[config.mk]
export PLATFORM = sky130hd
export DESIGN_NAME = tsrl_cell
export DESIGN_NICKNAME = d
export VERILOG_FILES = /design/src/design/tsrl_pkg.sv /design/src/design/tsrl_cell.sv
export SDC_FILE = /design/constraint.sdc
export NUM_CORES = 1
export LEC_CHECK = 0
export BUFFER_PORTS_ARGS = -buffer_cell sky130_fd_sc_hd__clkbuf_2
export CORE_MARGIN = 2
export CORE_UTILIZATION = 34
export DETAILED_ROUTE_END_ITERATION = 8
export PLACE_DENSITY = 0.59
export SLEW_MARGIN = 20
export SYNTH_ARGS = -nofsm -noshare
export SYNTH_HDL_FRONTEND = slang
export SYNTH_SLANG_ARGS = --single-unit
[constraint.sdc]
create_clock -name clk -period 21.9 [get_ports clk]
set_clock_uncertainty 0.1 [all_clocks]
set_input_delay 4.38 -clock clk [delete_from_list [all_inputs] [get_ports clk]]
set_output_delay 4.38 -clock clk [all_outputs]
set_load 0.1 [all_outputs]
[src/design/tsrl_pkg.sv]
// ----------------------------------------------------------------------------
// tsrl_pkg: shared types for the tag selection rate limiter
// Operation codes, the packet that walks the cell chain, and one table entry.
// ----------------------------------------------------------------------------
`default_nettype none

package tsrl_pkg;

  typedef enum logic [1:0] {
    OP_ADD,
    OP_ERASE,
    OP_SAMPLE,
    OP_QUERY
  } op_t;

  // Operation packet handed from cell to cell, one cell per cycle
  typedef struct packed {
    logic        vld;
    op_t         op;
    logic [31:0] tag;
    logic [47:0] now;
    logic [31:0] sep;
    logic        found;    // tag matched in an earlier cell
    logic        claimed;  // an earlier cell took the new tag
    logic        fwd;      // sample forwarded
    logic        shift;    // erase in progress: cells pull from their neighbor
  } pkt_t;

  // Contents of one cell, also seen by the cell in front of it
  typedef struct packed {
    logic        valid;
    logic        emitted;
    logic [31:0] tag;
    logic [47:0] last;
  } entry_t;

endpackage

`default_nettype wire

[src/design/tsrl_cell.sv]
// ----------------------------------------------------------------------------
// tsrl_cell: one table entry of the selection chain
// Processes the operation packet in its cycle and registers it for the next
// cell. Valid entries stay packed at the front of the chain: an erase pulls
// every later entry one cell forward.
// ----------------------------------------------------------------------------
`default_nettype none

module tsrl_cell (
  input  wire logic            clk,
  input  wire logic            rst_n,
  input  wire tsrl_pkg::pkt_t  pkt_i,
  input  wire tsrl_pkg::entry_t nb_i,
  output tsrl_pkg::pkt_t       pkt_o,
  output tsrl_pkg::entry_t     ent_o
);

  logic        valid_r,   valid_nxt;
  logic        emitted_r, emitted_nxt;
  logic [31:0] tag_r,     tag_nxt;
  logic [47:0] last_r,    last_nxt;
  tsrl_pkg::pkt_t pkt_r,  pkt_nxt;

  logic        hit;
  logic [48:0] diff;
  logic        too_soon;

  always_comb begin
    hit      = pkt_i.vld && valid_r && (tag_r == pkt_i.tag);
    diff     = {1'b0, pkt_i.now} - {1'b0, last_r};
    too_soon = emitted_r && (pkt_i.sep != 32'd0) &&
               (diff[48] || (diff[47:0] < {16'd0, pkt_i.sep}));

    valid_nxt   = valid_r;
    emitted_nxt = emitted_r;
    tag_nxt     = tag_r;
    last_nxt    = last_r;
    pkt_nxt     = pkt_i;

    if (pkt_i.vld) begin
      case (pkt_i.op)
        tsrl_pkg::OP_ADD: begin
          if (hit) begin
            pkt_nxt.found = 1'b1;
          end else if (!valid_r && !pkt_i.found && !pkt_i.claimed) begin
            // first free cell sits right after the packed valid entries
            valid_nxt       = 1'b1;
            emitted_nxt     = 1'b0;
            tag_nxt         = pkt_i.tag;
            pkt_nxt.claimed = 1'b1;
          end
        end
        tsrl_pkg::OP_ERASE: begin
          if (pkt_i.shift || hit) begin
            valid_nxt     = nb_i.valid;
            emitted_nxt   = nb_i.emitted;
            tag_nxt       = nb_i.tag;
            last_nxt      = nb_i.last;
            pkt_nxt.found = 1'b1;
            pkt_nxt.shift = 1'b1;
          end
        end
        tsrl_pkg::OP_SAMPLE: begin
          if (hit) begin
            pkt_nxt.found = 1'b1;
            if (!too_soon) begin
              emitted_nxt = 1'b1;
              last_nxt    = pkt_i.now;
              pkt_nxt.fwd = 1'b1;
            end
          end
        end
        default: begin
          if (hit) begin
            pkt_nxt.found = 1'b1;
          end
        end
      endcase
    end
  end

  always_ff @(posedge clk) begin
    if (!rst_n) begin
      valid_r   <= 1'b0;
      emitted_r <= 1'b0;
      pkt_r     <= '0;
    end else begin
      valid_r   <= valid_nxt;
      emitted_r <= emitted_nxt;
      pkt_r     <= pkt_nxt;
    end
  end

  always_ff @(posedge clk) begin
    tag_r  <= tag_nxt;
    last_r <= last_nxt;
  end

  assign pkt_o = pkt_r;
  assign ent_o = '{valid: valid_r, emitted: emitted_r, tag: tag_r, last: last_r};

endmodule

`default_nettype wire

# == Word-level counts from Yosys, hierarchy flattened ==
# Index checks and enable logic that the tools add are counted.
# word_totals
ff_bits,201
latch_bits,0
ramBits,0
romBits,0
in_bits,203
out_inout_bits,201
elab_cells,72
n_memories,0
# op_classes
n_addsub,1
mul,0
div,0
magnitude_cmp,1
n_eq_ne,8
n_shift,0
muxes,30
bitwise_logic,0
n_reduce_logical,19
# op_table
operator,count
2-to-1 mux 48 bit,3
2-to-1 mux 32 bit,3
one-hot mux 48 bit (2 select lines),1
one-hot mux 32 bit (2 select lines),1
subtractor 48 x 48 -> 49 bit,1
less-than comparator 48 x 32 -> 1 bit,1
equality test 32 bit,1
nonzero test 32 bit,1
2-to-1 mux 1 bit,19
"!= test 2 bit, second input constant",5
AND reduction 5 bit,2
AND reduction 7 bit,1
logical AND 1 bit,6
2-to-1 mux 4 bit,1
nonzero test 2 bit,2
zero test 1 bit,3
one-hot mux 1 bit (3 select lines),1
nonzero test 3 bit,1
"equality test 2 x 1 -> 1 bit, second input constant",1
"equality test 2 bit, second input constant",1
zero test 2 bit,1
logical OR 1 bit,2
one-hot mux 1 bit (2 select lines),1

# == Depth between registers and ports, before layout ==
# logic_depth
depth_word,8
depth_mapped,23
depth_no_buf,23

# == Worst setup path after synthesis ==
# No wires, ideal clock.
# synth_path
path_type,in2reg
startpoint,input pkt_i[36] (netlist bit)
endpoint,"register last_r[0], enable pin"
setup_ns,0.467
arrival_ns,10.005
required_ns,21.333
slack_ns,11.328
path_stages,21
path_buffers,0
cell_sequence,inv_1 > ha_1 > fa_1 > nor2b_1 > o2111ai_1 > a21oi_2 > a211oi_4 > o21ai_0 > a21o_1 > a21oi_1 > xnor2_1 > ha_1 > nand4_1 > or2_2 > a2111oi_0 > nor4_1 > nand4_1 > nor4_1 > a41oi_2 > o21ai_0 > a21boi_1
# synth_between
elab_chain_len,6
# synth_rtl
element,line_no,source
from (decl),tsrl_cell.sv:12,"input wire tsrl_pkg::pkt_t pkt_i,"
subtractor 48 x 48 -> 49 bit (*),tsrl_cell.sv:30,"diff = {1'b0, pkt_i.now} - {1'b0, last_r};"
less-than comparator 48 x 32 -> 1 bit,tsrl_cell.sv:32,"(diff[48] || (diff[47:0] < {16'd0, pkt_i.sep}));"
logical OR 1 bit (*),tsrl_cell.sv:32,
logical AND 1 bit (*),tsrl_cell.sv:31,too_soon = emitted_r && (pkt_i.sep != 32'd0) &&
!= test 2 bit (no source line) (*),-,
AND reduction 5 bit (no source line) (*),-,
to (signal assigned),tsrl_cell.sv:96,last_r <= last_nxt;
to (decl),tsrl_cell.sv:21,"logic [47:0] last_r, last_nxt;"
# Mark *: on every way between the ends. The rest lies on a longest branch, timed or not.
# A chain may end at the register's enable or synchronous reset.

# == Worst setup path after layout ==
# layout_path
startpoint,input pkt_i[36] (netlist bit)
endpoint,"register last_r[3], enable pin"
# The elaborated chain is that of the path after synthesis.

==> out/metrics.csv <==
stage;metric;value;unit
critical_path;startpoint_type;input port;
route;drc;0;
sta;rsz0062_at_grt;false;
sta;hold_viol;0;
logic_synthesis;synth-edff-count;80;
critical_path;crit_slowest_cell;a21boi_4;
route;postRouteAntennaNets;0;
floorplan;ioPinCount;404;
placement;pre_cts_ws;11830;ps
critical_path;critPathMaxFanout;28;
pwr;peakVddDrop;0.06263;mV
final_layout;area_delta_synth_final;28.98;%
logic_synthesis;synth_top_area_share;21.54;%
grt;gr-max-usage-layer;met2;
final_layout;postLayoutCellArea;0.01451;mm^2
sta;fmax;105.3;MHz
route;routed_wl;36430;um
cts;cts_hold_buf;0;
final_layout;num-fill-cells;3277;
floorplan;fp.coreArea;0.03254;mm^2
worst_hold_path;holdPathStages;2;
logic_synthesis;ys_seq_area_share;42.90;%
route;post_drt_via_cell_ratio;4.881;
cts;post-cts-setup-buffers;0;
floorplan;fp.dieW;185.9;um
final_layout;drive_gt1_share;36.15;%
final_layout;final_core_util;44.58;%
pwr;design_power_total;1.237;mW
sta;fin_ws;12400;ps
critical_path;max_stage_delay;660;ps
cts;clock-sinks;201;
sta;whs;398.1;ps
sta;period_share;43.38;%
grt;met3_usage;5.126;%
cts;clock_path_buffers;3;
placement;place_hpwl;29680;um
floorplan;die_area;0.03455;mm^2
critical_path;r2r_slack;15980;ps
final_layout;finalNonFillerCells;1997;
job;drv_cap;0;
route;dr.pass1.iters;5;
pwr;leakage;6.749;nW
floorplan;rows;66;
grt;grt_overflow_total;0;
floorplan;initial_utilization;34.56;%
grt;use_met1;24.63;%
logic_synthesis;syn_area_per_cell;9.839;um^2
pwr;power.density;85.27;mW/mm^2
logic_synthesis;ys_warn_count;0;
placement;place_area;0.01369;mm^2
logic_synthesis;syn_area;0.01125;mm^2
cts;h-tree-depth;1;
logic_synthesis;synth_ff_type;dfxtp_1;
placement;port_buffers;403;
floorplan;dieHeight;185.9;um
cts;clock-root-buffer;clkbuf_16;
logic_synthesis;synth.area.top_cells;dfxtp_1, edfxtp_1, ha_1;
logic_synthesis;synth_cell_types;83;
cts;clk_pin_slew;60;ps
logic_synthesis;synth_top_area_cell;dfxtp_1;
cts;clock_latency;530;ps
status;outcome;completed;
route;drt-initial-drc-count;528;
final_layout;final_nets;1821;
worst_hold_path;hold_class;register to register;
critical_path;crit_arrival;9590;ps
route;wl_per_cell;18.24;um
route;vias;9748;
sta;drv_slew;0;
grt;grt_pass1_vias;9560;
cts;cts_tree;done;
sta;post-route-min-period;9499;ps
cts;cts_resized;0;
sta;worstMarginPinSlew;979.4;ps
sta;slew_headroom;34.55;%
critical_path;worstSetupEndpointType;register;
logic_synthesis;ys_ff_latch;201;
final_layout;regArea;0.004825;mm^2
placement;place_congestion;0.9500;
placement;dp.cells;1949;
critical_path;r2r_cells;21;
grt;grt_antenna_before_repair;9;
grt;grt_pass1_wl;53790;um
sta;setup_viol;0;
cts;cts_inserted_buffers;25;
sta;fin_setup_tns;0;ps
grt;track_usage;20.18;%
grt;use_met2;34.74;%
critical_path;required;21990;ps
logic_synthesis;synth-async-reset-ratio;0;%
grt;grt_start_max_net_pins;80;
logic_synthesis;synth_fp_nets;1430;
logic_synthesis;synthCells;1143;
critical_path;path_cells;clkbuf_2 -> inv_1 -> ha_1 -> fa_1 -> nor2b_1 -> o2111ai_1 -> a21oi_2 -> a211oi_4 -> o21ai_0 -> a21o_1 -> a21oi_1 -> xnor2_1 -> ha_1 -> nand4_1 -> or2_2 -> a2111oi_0 -> nor4_1 -> nand4_1 -> nor4_1 -> a41oi_2 -> o21ai_0 -> a21boi_4 -> buf_4;
final_layout;multi_input_area;0.005862;mm^2
critical_path;worstSetupPathType;input port to register;
[per-layer routing]
metal	wire length [um]	part of all wire, %
met5	85	0.23
met3	2753	7.6
met4	1120	3.1
met2	17120	47
met1	15340	42
[synthesized netlist by cell type, types with 3 or more instances]
library cell,number
a2111oi_4,3
inv_1,103
dfxtp_1,121
nor2b_1,5
o22ai_1,4
a21o_1,22
nor4_1,20
a21oi_1,69
nor3_1,16
buf_2,9
a31oi_1,6
xnor2_1,19
o21bai_1,5
nand4_1,22
and2_1,83
o21ai_0,41
buf_1,3
nand3_1,17
o211ai_1,4
a21oi_2,3
nor2_1,83
ha_1,83
nor3b_1,3
mux2_2,76
buf_4,3
mux2i_1,5
xor2_1,41
a221oi_1,4
o21ai_1,11
clkbuf_1,29
or3_1,4
nand2_1,65
o21a_1,8
nand2b_1,5
or2_2,5
edfxtp_1,80
[state kept, by name, indices dropped and copies added, names as in the netlist]
signal	flops
pkt_o	119
tag_r	32
last_r	48
valid_r	1
emitted_r	1
[worst max-delay path: cells and delay by family]
kind | cells | cell delay, ps
adder cells (fa/ha/maj) | 3 | 920
AO/OA/AOI/OAI | 10 | 2650
XOR/XNOR | 1 | 160
AND/OR/NAND/NOR | 6 | 810
buffers and inverters | 3 | 630
[cell families (layout without fill, tap and decap cells)]
kind of cell             count (synthesis)  after routing  share of synthesized area, %
multiplexers                            81             81                         8.055
buffers and inverters                  149            558                         5.185
XOR/XNOR                                60             60                         4.673
flip-flops                             201            201                         42.90
AND/OR/NAND/NOR                        344            344                         16.07
other                                    0              3                             0
AO/OA/AOI/OAI                          224            224                         13.71
adder cells (fa/ha/maj)                 84             84                         9.413
[layout by cell type (no fill, tap or decap), drive strengths merged, types with 4 or more instances in the layout]
cell / synthesis / layout
a2111oi: 6 / 6
a21boi: 4 / 4
a21o: 22 / 22
a21oi: 72 / 72
a221oi: 4 / 4
a311oi: 4 / 4
a31oi: 7 / 7
and2: 84 / 84
buf: 15 / 6
clkbuf: 30 / 439
clkinv: 1 / 7
dfxtp: 121 / 121
edfxtp: 80 / 80
ha: 83 / 83
inv: 103 / 105
mux2: 76 / 76
mux2i: 5 / 5
nand2: 66 / 66
nand2b: 5 / 5
nand3: 17 / 17
nand4: 25 / 25
nor2: 84 / 84
nor2b: 5 / 5
nor3: 17 / 17
nor4: 22 / 22
o211ai: 5 / 5
o21a: 8 / 8
o21ai: 53 / 53
o21bai: 5 / 5
o22ai: 4 / 4
or2: 6 / 6
or3: 4 / 4
xnor2: 19 / 19
xor2: 41 / 41
[report_power, final]
group / switching (mW) / leakage [nW] / internal [mW]
combinational: 0.304 / 4.61 / 0.112
sequential: 0.00947 / 1.75 / 0.414
clock: 0.160 / 0.399 / 0.237
total: 0.474 / 6.75 / 0.763
[worst paths after layout]
kind	from	end
worst max-delay path	pkt_i[36]	last_r[3]
worst min-delay path	emitted_r	emitted_r
worst max register to register	last_r[0]	last_r[3]
worst min register to register	emitted_r	emitted_r
[cell type report]
type	count	share of cell area [%]
well taps	442	3.813
diodes	3	0.05176
clock inverters	9	0.3968
multi-input cells	793	40.41
repair buffers	409	14.22
clock buffers	36	5.158
inverters	104	2.691
flip-flops and latches	201	33.26
Note: power is estimated with default switching activity, not from simulation.
